**config.mk**
```make
export PLATFORM = sky130hd
export DESIGN_NAME = keyframe_bezier_ease_interpolator
export DESIGN_NICKNAME = d
export VERILOG_FILES = /design/src/rtl/core/kbe_pkg.sv /design/src/rtl/core/keyframe_bezier_ease_interpolator.sv /design/src/rtl/core/kbe_mul.sv
export SDC_FILE = /design/constraint.sdc
export NUM_CORES = 2
export LEC_CHECK = 0
export BUFFER_PORTS_ARGS = -buffer_cell sky130_fd_sc_hd__buf_2
export CORE_MARGIN = 2
export CORE_UTILIZATION = 50
export DETAILED_ROUTE_END_ITERATION = 12
export PLACE_DENSITY = 0.75
export SLEW_MARGIN = 20
export SYNTH_ARGS = -nofsm -noshare
export SYNTH_HDL_FRONTEND = slang
export SYNTH_SLANG_ARGS = --single-unit
```
**constraint.sdc**
```tcl
create_clock -name i_clk -period 10.85 [get_ports i_clk]
set_input_delay 2.17 -clock i_clk [delete_from_list [all_inputs] [get_ports i_clk]]
set_output_delay 2.17 -clock i_clk [all_outputs]
set_load 0.01 [all_outputs]
```
**src/rtl/core/kbe_pkg.sv**
```systemverilog
// Shared types and constants for the keyframe Bezier ease interpolator.
package kbe_pkg;

    // Fixed-point constants (progress and curve parameter are unsigned Q1.16).
    localparam int ONE_Q16          = 65536;
    localparam int TOL_Q16          = 7;
    localparam int BISECT_STEPS_DEF = 14;
    localparam int DIV_STEPS        = 16;

    // Shared multiplier operand widths.
    localparam int MUL_AW = 36;
    localparam int MUL_BW = 18;
    localparam int MUL_PW = MUL_AW + MUL_BW;

    // Accumulator and estimate widths.
    localparam int ACC_W = 72;
    localparam int EST_W = 27;

    // Micro-steps of one curve evaluation.
    localparam logic [3:0] K_UT   = 4'd0;
    localparam logic [3:0] K_UP1  = 4'd1;
    localparam logic [3:0] K_TP2  = 4'd2;
    localparam logic [3:0] K_TT   = 4'd3;
    localparam logic [3:0] K_SUL  = 4'd4;
    localparam logic [3:0] K_SUH  = 4'd5;
    localparam logic [3:0] K_T3   = 4'd6;
    localparam logic [3:0] K_X3   = 4'd7;
    localparam logic [3:0] K_ADD  = 4'd8;
    localparam logic [3:0] K_EST  = 4'd9;

    // Micro-steps of the final blend.
    localparam logic [3:0] K_BLO  = 4'd0;
    localparam logic [3:0] K_BHI  = 4'd1;
    localparam logic [3:0] K_BSUM = 4'd2;
    localparam logic [3:0] K_BOUT = 4'd3;

    // Sequencer states, one-hot.
    typedef enum logic [4:0] {
        ST_IDLE  = 5'b00001,
        ST_DIV   = 5'b00010,
        ST_BEZ   = 5'b00100,
        ST_BLEND = 5'b01000,
        ST_DONE  = 5'b10000
    } t_state;

endpackage

```
**src/rtl/core/keyframe_bezier_ease_interpolator.sv**
```systemverilog
// Top level: sequencer around one shared multiplier for eased keyframe blending.
// Sequence: a hold or empty-segment item goes straight to the hand-off; otherwise a divide
// (skipped when progress clamps), curve evaluations (up to BISECT_STEPS for x, one for y),
// the blend and the hand-off to the output register.
// Throughput: one item at a time; a new item is taken only once the sequencer is back in idle,
// and the hand-off waits while the output holds a result not yet taken by i_m_axis_tready.
// Reset (synchronous, active low) returns the sequencer to idle and drops o_m_axis_tvalid.
module keyframe_bezier_ease_interpolator #(
    parameter int BISECT_STEPS = kbe_pkg::BISECT_STEPS_DEF
) (
    input  logic         i_clk,
    input  logic         i_rst_n,
    input  logic         i_s_axis_tvalid,
    output logic         o_s_axis_tready,
    // frame_time, seg_start_time, seg_end_time, start_value, end_value,
    // ease_out_x, ease_out_y, ease_in_x, ease_in_y
    input  logic [223:0] i_s_axis_tdata,
    // hold_flag
    input  logic         i_s_axis_tuser,
    output logic         o_m_axis_tvalid,
    input  logic         i_m_axis_tready,
    // result_value
    output logic [31:0]  o_m_axis_tdata
);

    localparam int IW = $clog2(BISECT_STEPS + 1);
    localparam int AW = kbe_pkg::MUL_AW;
    localparam int BW = kbe_pkg::MUL_BW;
    localparam int PW = kbe_pkg::MUL_PW;
    localparam int ACC_W = kbe_pkg::ACC_W;
    localparam int EST_W = kbe_pkg::EST_W;

    // Input fields.
    logic signed [31:0] frame_time, seg_start_time, seg_end_time, start_value, end_value;
    logic signed [15:0] ease_out_x, ease_out_y, ease_in_x, ease_in_y;
    logic               hold_flag;

    assign frame_time     = i_s_axis_tdata[31:0];
    assign seg_start_time = i_s_axis_tdata[63:32];
    assign seg_end_time   = i_s_axis_tdata[95:64];
    assign start_value    = i_s_axis_tdata[127:96];
    assign end_value      = i_s_axis_tdata[159:128];
    assign ease_out_x     = i_s_axis_tdata[175:160];
    assign ease_out_y     = i_s_axis_tdata[191:176];
    assign ease_in_x      = i_s_axis_tdata[207:192];
    assign ease_in_y      = i_s_axis_tdata[223:208];
    assign hold_flag      = i_s_axis_tuser;

    // Registers.
    kbe_pkg::t_state            r_state, n_state;
    logic [3:0]                 r_k, n_k;
    logic [IW-1:0]              r_iter, n_iter;
    logic                       r_eval_y, n_eval_y;
    logic signed [31:0]         r_v0, n_v0;
    logic signed [32:0]         r_diff, n_diff;
    logic signed [15:0]         r_x1, n_x1, r_y1, n_y1, r_x2, n_x2, r_y2, n_y2;
    logic [32:0]                r_den, n_den;
    logic [32:0]                r_rem, n_rem;
    logic [16:0]                r_p, n_p;
    logic [16:0]                r_t, n_t, r_lo, n_lo, r_hi, n_hi;
    logic [32:0]                r_ut, n_ut;
    logic [32:0]                r_tt, n_tt;
    logic signed [34:0]         r_s, n_s;
    logic signed [ACC_W-1:0]    r_acc, n_acc;
    logic signed [PW-1:0]       r_t3, n_t3;
    logic signed [EST_W-1:0]    r_y, n_y;
    logic [31:0]                r_res, n_res;
    logic                       r_out_valid, n_out_valid;
    logic [31:0]                r_out, n_out;

    // Shared multiplier.
    logic signed [AW-1:0] mul_a;
    logic signed [BW-1:0] mul_b;
    logic signed [PW-1:0] mul_p;

    kbe_mul #(.AW(AW), .BW(BW)) u_mul (
        .i_clk (i_clk),
        .i_a   (mul_a),
        .i_b   (mul_b),
        .o_p   (mul_p)
    );

    // Helper values.
    logic               s_accept;
    logic signed [32:0] in_num, in_den;
    logic [16:0]        u_val;
    logic signed [15:0] cp1, cp2;
    logic [33:0]        rem2;
    logic signed [ACC_W-1:0] est_full;
    logic signed [EST_W-1:0] est;
    logic signed [EST_W:0]   est_d;
    logic [17:0]        mid_sum;
    logic signed [ACC_W-1:0] blend_sum;

    assign s_accept        = i_s_axis_tvalid && o_s_axis_tready;
    assign o_s_axis_tready = (r_state == kbe_pkg::ST_IDLE);
    assign in_num          = 33'(frame_time) - 33'(seg_start_time);
    assign in_den          = 33'(seg_end_time) - 33'(seg_start_time);
    assign u_val           = 17'(kbe_pkg::ONE_Q16) - r_t;
    assign cp1             = r_eval_y ? r_y1 : r_x1;
    assign cp2             = r_eval_y ? r_y2 : r_x2;
    assign rem2            = {r_rem, 1'b0};
    assign est_full        = (r_acc + (ACC_W'(1) <<< 43)) >>> 44;
    assign est             = est_full[EST_W-1:0];
    assign est_d           = (EST_W+1)'(est) - (EST_W+1)'($signed({1'b0, r_p}));
    assign mid_sum         = 18'(r_lo) + 18'(r_hi);
    assign blend_sum       = ((r_acc + ACC_W'(32768)) >>> 16) + ACC_W'(r_v0);

    // Multiplier operand selection by micro-step.
    always_comb begin
        mul_a = '0;
        mul_b = '0;
        if (r_state == kbe_pkg::ST_BEZ) begin
            unique case (r_k)
                kbe_pkg::K_UT: begin
                    mul_a = AW'({1'b0, u_val});
                    mul_b = BW'({1'b0, r_t});
                end
                kbe_pkg::K_UP1: begin
                    mul_a = AW'({1'b0, u_val});
                    mul_b = BW'(cp1);
                end
                kbe_pkg::K_TP2: begin
                    mul_a = AW'({1'b0, r_t});
                    mul_b = BW'(cp2);
                end
                kbe_pkg::K_TT: begin
                    mul_a = AW'({1'b0, r_t});
                    mul_b = BW'({1'b0, r_t});
                end
                kbe_pkg::K_SUL: begin
                    mul_a = AW'(r_s);
                    mul_b = BW'({1'b0, r_ut[15:0]});
                end
                kbe_pkg::K_SUH: begin
                    mul_a = AW'(r_s);
                    mul_b = BW'({1'b0, r_ut[32:16]});
                end
                kbe_pkg::K_T3: begin
                    mul_a = AW'({1'b0, r_tt});
                    mul_b = BW'({1'b0, r_t});
                end
                default: begin
                    mul_a = '0;
                    mul_b = '0;
                end
            endcase
        end else if (r_state == kbe_pkg::ST_BLEND) begin
            mul_a = AW'(r_diff);
            if (r_k == kbe_pkg::K_BLO) begin
                mul_b = BW'({1'b0, r_y[16:0]});
            end else begin
                // The upper part of y carries the sign.
                mul_b = BW'($signed(r_y[EST_W-1:17]));
            end
        end
    end

    // Sequencer next state.
    always_comb begin
        n_state = r_state;  n_k = r_k;  n_iter = r_iter;  n_eval_y = r_eval_y;
        n_v0 = r_v0;  n_diff = r_diff;
        n_x1 = r_x1;  n_y1 = r_y1;  n_x2 = r_x2;  n_y2 = r_y2;
        n_den = r_den;  n_rem = r_rem;  n_p = r_p;
        n_t = r_t;  n_lo = r_lo;  n_hi = r_hi;
        n_ut = r_ut;  n_tt = r_tt;  n_s = r_s;  n_acc = r_acc;  n_t3 = r_t3;  n_y = r_y;
        n_res = r_res;
        n_out_valid = r_out_valid;  n_out = r_out;

        if (r_out_valid && i_m_axis_tready) begin
            n_out_valid = 1'b0;
        end

        unique case (r_state)
            kbe_pkg::ST_IDLE: begin
                if (s_accept) begin
                    n_v0 = start_value;
                    n_diff = 33'(end_value) - 33'(start_value);
                    n_x1 = ease_out_x;  n_y1 = ease_out_y;
                    n_x2 = ease_in_x;   n_y2 = ease_in_y;
                    n_den = in_den;
                    n_rem = in_num;
                    n_k = '0;
                    n_iter = '0;
                    n_eval_y = 1'b0;
                    n_lo = '0;
                    n_hi = 17'(kbe_pkg::ONE_Q16);
                    if (hold_flag || in_den <= 0) begin
                        n_res = start_value;
                        n_state = kbe_pkg::ST_DONE;
                    end else if (in_num <= 0) begin
                        n_p = '0;  n_t = '0;
                        n_state = kbe_pkg::ST_BEZ;
                    end else if (in_num >= in_den) begin
                        n_p = 17'(kbe_pkg::ONE_Q16);
                        n_t = 17'(kbe_pkg::ONE_Q16);
                        n_state = kbe_pkg::ST_BEZ;
                    end else begin
                        n_p = '0;
                        n_state = kbe_pkg::ST_DIV;
                    end
                end
            end

            // Restoring division, one quotient bit per cycle.
            kbe_pkg::ST_DIV: begin
                if (rem2 >= {1'b0, r_den}) begin
                    n_rem = 33'(rem2 - {1'b0, r_den});
                    n_p = {r_p[15:0], 1'b1};
                end else begin
                    n_rem = rem2[32:0];
                    n_p = {r_p[15:0], 1'b0};
                end
                n_k = r_k + 4'd1;
                if (r_k == 4'(kbe_pkg::DIV_STEPS - 1)) begin
                    n_t = {r_p[15:0], (rem2 >= {1'b0, r_den})};
                    n_k = '0;
                    n_state = kbe_pkg::ST_BEZ;
                end
            end

            // One curve evaluation, at most one multiply per step.
            kbe_pkg::ST_BEZ: begin
                n_k = r_k + 4'd1;
                unique case (r_k)
                    kbe_pkg::K_UT:  begin end
                    kbe_pkg::K_UP1: n_ut = mul_p[32:0];
                    kbe_pkg::K_TP2: n_s = 35'(mul_p);
                    kbe_pkg::K_TT:  n_s = r_s + 35'(mul_p);
                    kbe_pkg::K_SUL: n_tt = mul_p[32:0];
                    kbe_pkg::K_SUH: n_acc = ACC_W'(mul_p);
                    kbe_pkg::K_T3:  n_acc = r_acc + (ACC_W'(mul_p) <<< 16);
                    kbe_pkg::K_X3: begin
                        n_t3 = mul_p;
                        n_acc = r_acc + (r_acc <<< 1);
                    end
                    kbe_pkg::K_ADD: n_acc = r_acc + (ACC_W'(r_t3) <<< 12);
                    kbe_pkg::K_EST: begin
                        n_k = '0;
                        if (r_eval_y) begin
                            n_y = est;
                            n_state = kbe_pkg::ST_BLEND;
                        end else if (est_d > -(EST_W+1)'(kbe_pkg::TOL_Q16) &&
                                     est_d < (EST_W+1)'(kbe_pkg::TOL_Q16)) begin
                            n_eval_y = 1'b1;
                        end else begin
                            if (est_d < 0) begin
                                n_lo = r_t;
                                n_t = 17'((18'(r_t) + 18'(r_hi)) >> 1);
                            end else begin
                                n_hi = r_t;
                                n_t = 17'((18'(r_lo) + 18'(r_t)) >> 1);
                            end
                            n_iter = r_iter + IW'(1);
                            if (r_iter + IW'(1) == IW'(BISECT_STEPS)) begin
                                n_eval_y = 1'b1;
                            end
                        end
                    end
                    default: n_k = '0;
                endcase
            end

            // Blend: diff * y in two partial products, round, add, saturate.
            kbe_pkg::ST_BLEND: begin
                n_k = r_k + 4'd1;
                unique case (r_k)
                    kbe_pkg::K_BLO:  begin end
                    kbe_pkg::K_BHI:  n_acc = ACC_W'(mul_p);
                    kbe_pkg::K_BSUM: n_acc = r_acc + (ACC_W'(mul_p) <<< 17);
                    kbe_pkg::K_BOUT: begin
                        if (blend_sum > ACC_W'(32'sh7fffffff)) begin
                            n_res = 32'h7fffffff;
                        end else if (blend_sum < -ACC_W'(33'sh080000000)) begin
                            n_res = 32'h80000000;
                        end else begin
                            n_res = blend_sum[31:0];
                        end
                        n_state = kbe_pkg::ST_DONE;
                    end
                    default: n_k = '0;
                endcase
            end

            // Hand the result to the output register once it is free.
            kbe_pkg::ST_DONE: begin
                if (!r_out_valid || i_m_axis_tready) begin
                    n_out = r_res;
                    n_out_valid = 1'b1;
                    n_state = kbe_pkg::ST_IDLE;
                end
            end

            default: n_state = kbe_pkg::ST_IDLE;
        endcase
    end

    // Control registers.
    always_ff @(posedge i_clk) begin
        if (!i_rst_n) begin
            r_state <= kbe_pkg::ST_IDLE;
            r_out_valid <= 1'b0;
            r_k <= '0;
            r_iter <= '0;
            r_eval_y <= 1'b0;
        end else begin
            r_state <= n_state;
            r_out_valid <= n_out_valid;
            r_k <= n_k;
            r_iter <= n_iter;
            r_eval_y <= n_eval_y;
        end
    end

    // Datapath registers.
    always_ff @(posedge i_clk) begin
        r_v0 <= n_v0;  r_diff <= n_diff;
        r_x1 <= n_x1;  r_y1 <= n_y1;  r_x2 <= n_x2;  r_y2 <= n_y2;
        r_den <= n_den;  r_rem <= n_rem;  r_p <= n_p;
        r_t <= n_t;  r_lo <= n_lo;  r_hi <= n_hi;
        r_ut <= n_ut;  r_tt <= n_tt;  r_s <= n_s;  r_acc <= n_acc;  r_t3 <= n_t3;
        r_y <= n_y;  r_res <= n_res;  r_out <= n_out;
    end

    assign o_m_axis_tvalid = r_out_valid;
    assign o_m_axis_tdata  = r_out;

    // Bisection bounds stay ordered and bracket the current point.
    a_bounds: assert property (@(posedge i_clk) disable iff (!i_rst_n)
        (r_state == kbe_pkg::ST_BEZ) |-> (r_lo <= r_t && r_t <= r_hi))
        else $error("bisection bounds out of order");

    a_iter: assert property (@(posedge i_clk) disable iff (!i_rst_n)
        r_iter <= IW'(BISECT_STEPS))
        else $error("bisection step count overrun");

    a_hold: assert property (@(posedge i_clk) disable iff (!i_rst_n)
        (s_accept && hold_flag) |=> (r_state == kbe_pkg::ST_DONE && r_res == $past(start_value)))
        else $error("hold item did not pass the start value");

    a_step: assert property (@(posedge i_clk) disable iff (!i_rst_n)
        (r_state == kbe_pkg::ST_BEZ) |-> (r_k <= kbe_pkg::K_EST))
        else $error("curve micro-step out of range");

    a_mid: assert property (@(posedge i_clk) disable iff (!i_rst_n)
        (r_state == kbe_pkg::ST_BEZ && r_k == kbe_pkg::K_EST) |-> mid_sum <= 18'(131072))
        else $error("bisection midpoint out of range");

endmodule

```
**src/rtl/core/kbe_mul.sv**
```systemverilog
// Shared signed multiplier with a registered product.
module kbe_mul #(
    parameter int AW = kbe_pkg::MUL_AW,
    parameter int BW = kbe_pkg::MUL_BW
) (
    input  logic                     i_clk,
    input  logic signed [AW-1:0]     i_a,
    input  logic signed [BW-1:0]     i_b,
    output logic signed [AW+BW-1:0]  o_p
);

    logic signed [AW+BW-1:0] r_p;

    // One product per cycle, available on the next cycle.
    always_ff @(posedge i_clk) begin
        r_p <= i_a * i_b;
    end

    assign o_p = r_p;

endmodule
```
==> results.tsv <==
metric	value	unit
reg-to-reg slack, setup	280	ps
Pwr per Cell Area	129	mW/mm2
Post-Route WL	267	mm
Comb pwr share	0.400	
vias in the first global route	66236	
Post-synth EDFFs	581	
# DRC	0	
hold path cells	0	
final slew viol count	0	
Final min period	10570	ps
fraction of layout cells with a size suffix above 1	0.0741	
CP Depth	31	
Final Skew	48.2	ps
Leak Pwr	36.4	nW
Max Cap Viol	0	
Critical Path AT	11140	ps
Syn-to-layout area delta	8.22	%
Worst-Skew Late Latency	700	ps
drt wl/cell	24.5	um
CTS buffer count	75	
Fmax	0.0946	GHz
Fin. Hold Viols	0	
Switch Pwr	4.27	mW
clk root buf	clkbuf_16	
flip-flop and latch area	0.0188	mm2
RSZ-0062 raised after global routing	no	
Vias	68474	
status	finished, final reports clean	
CP bufs+invs	5	
Pwr Total	10.7	mW
port bufs	262	
P_int	6.45	mW
Cell Count, Final, Fillers Out	10884	
GRT Overall Usage	0.335	
Worst R2R Path Depth	31	
most used flip-flop cell after synthesis	edfxtp_1	
CP required	11420	ps
met2 usage	0.496	
number of setup violations in the final report	0	
period utilization	0.974	
crit path capture type	flip-flop	
worst r2r dst	u_mul.o_p[52]$_DFF_P_	
Worst Hold Path EP	o_m_axis_tdata[11]$_DFFE_PP_	
CP max stage delay	680	ps
CTS tree	yes	
fill cell count	13525	
overflow left after global routing	0	
max_slew headroom	0.109	
met3 Use GR	0.103	
largest net degree at the start of global routing	141	
cells after synthesis	8650	
TNS Setup	0	ps
Hold Buf Count CTS	0	
actual slew at the worst max-slew pin	1320	ps
Initial Util	0.504	
multi-input combinational cell area	0.0527	mm2
mapped cell area	0.0766	mm2
HP Class	reg -> reg	
routability cong.	1.05	
delay-heaviest family, CP	compound AO/OA/AOI/OAI gates	
synthesized net count	10154	
CTS HTree Levels	3	
Clock Sinks	650	
Nets	10290	
Flop pwr share	0.345	
via density per instance	6.29	
startpoint types	flip-flop	
Core ar.	0.152	mm2
Cell Rows	143	
drt pass-1 iters	11	
Hold Path Origin	r_res[11]$_DFFE_PP_	
initial antenna violation count	10	
reg-to-reg critical path startpoint	r_k[0]$_SDFFE_PN0P_	
crit path max fanout	17	
clock share of power	0.255	
initial drt markers	8539	
chip height	395	um
critical path's slowest cell	a21oi_1	
die area	0.156	mm2
register area share after synthesis	0.246	
Switching Fraction	0.399	
synthesized area per cell	8.85	um2
Die X	395	um
Yosys reg bits	650	
clock buffer depth	3	
Post-DRT Antenna Nets	0	
Ys Warns	0	
dpl hpwl	211	mm
met1 Resource Use GR	0.444	
post-synthesis cell type count	107	
Ports	263	
clock slew at reported path FFs	60	ps
CP most frequent cell	fa_1	
Inst Count DP	10739	
critical setup path kind	reg -> reg	
FFs w/ async S/R, synth	0	
Top Usage Layer GRT	met2	
Worst VDD drop	0.112	mV
first-pass GRT wire length	401	mm
==> metal layers <==
layer / wire (um) / share of wire
met5: 68 / 0.00026
met4: 15200 / 0.057
met3: 36300 / 0.14
met2: 113000 / 0.42
met1: 102000 / 0.38
==> cell usage in the layout (no fill, tap or decap), drive strengths merged, types with 75 or more instances in the layout <==
master and count:
a21oi 582, a211oi 96, o22ai 78, nor2b 88, xor2 195, o21a 85
inv 1051, o21ai 467, buf 377, a21o 306, fa 618, clkbuf 91
and2 89, ha 657, nand2 833, nand4 77, nor3 136, nand3 151
xnor2 344, edfxtp 581, nor2 755, nand2b 95, o21bai 75
==> registers in the layout (all words and copies together) (netlist names), 32 cells and up <==
| signal | flops |
|---|---|
| r_acc | 72 |
| r_t3 | 54 |
| u_mul.o_p | 54 |
| r_s | 35 |
| r_den | 33 |
| r_diff | 33 |
| r_rem | 33 |
| r_tt | 33 |
| r_ut | 33 |
| o_m_axis_tdata | 32 |
| r_res | 32 |
| r_v0 | 32 |
==> timing repair <==
item | in CTS | in global routing
buffers inserted | 0 | 0
resized for setup | 0 | 4
setup endpoints to repair | 0 | 1
==> worst register-to-register path: cells and delay by family, from the launching register on <==
kind | cells | cell delay [ps]
buffers and inverters | 5 | 310
adders and majority gates | 8 | 3750
and+or+nand+nor | 4 | 1340
DFF | 1 | 430
xor gates and xnor gates | 1 | 180
AOI/OAI and AO/OA | 13 | 4470
==> through the flow <==
step	setup WS, ps	instance area, um2	hold WS, ps	utilization
CTS	616	82800	417	0.545
floorplan	2290	76600	400	-
global placement	895	80200	400	0.528
global route	19.0	82800	419	0.545
detailed placement	722	80200	405	0.528
finish	282	82800	417	0.545
==> power groups by stage <==
stage | clock (mW) | sequential (mW) | combinational (mW)
after floorplan | 0 | 3.54 | 2.95
after CTS | 2.74 | 3.66 | 4.18
after global routing | 2.82 | 3.72 | 4.65
after detailed placement | 0 | 3.70 | 4.14
after global placement | 0 | 3.71 | 4.04
final | 2.74 | 3.70 | 4.29
==> area by class of cell <==
type	instances	area share
Clock buffer	91	0.0244
Timing Repair Buffer	377	0.0264
Clock inverter	47	0.00695
Antenna cell	7	0.000211
Inverter	1046	0.0475
Tap cell	2030	0.0307
Sequential cell	650	0.227
Multi-Input combinational cell	6636	0.637
==> cells by family after synthesis <==
| group | count (synthesis) | synth area share |
|---|---|---|
| multiplexers | 82 | 0.0110 |
| XOR/XNOR | 539 | 0.0618 |
| AND/OR/NAND/NOR | 2504 | 0.151 |
| buffers and inverters | 1364 | 0.0677 |
| AO/OA/AOI/OAI | 2236 | 0.193 |
| flip-flops | 650 | 0.246 |
| adder cells (fa/ha/maj) | 1275 | 0.269 |
==> cell usage after synthesis, drive strengths merged (195+ instances only) <==
library cell	n	area [um2]
edfxtp	581	17400
xor2	195	1710
nor2	755	2830
inv	1046	3930
xnor2	344	3020
o21ai	467	2350
nand2	833	3130
clkbuf	279	1050
a21oi	582	2920
ha	657	8220
a21o	306	2300
fa	618	12400
==> how the worst max path moves through the flow <==
stage,end,startpoint
2_1_floorplan,u_mul.o_p[52]$_DFF_P_,r_k[2]$_SDFFE_PN0P_
3_3_place_gp,u_mul.o_p[52]$_DFF_P_,r_k[0]$_SDFFE_PN0P_
3_5_place_dp,u_mul.o_p[52]$_DFF_P_,r_k[0]$_SDFFE_PN0P_
4_1_cts,u_mul.o_p[52]$_DFF_P_,r_k[0]$_SDFFE_PN0P_
5_1_grt,u_mul.o_p[52]$_DFF_P_,r_k[2]$_SDFFE_PN0P_
6_report,u_mul.o_p[52]$_DFF_P_,r_k[0]$_SDFFE_PN0P_
Power figures use the tool's default switching activity.
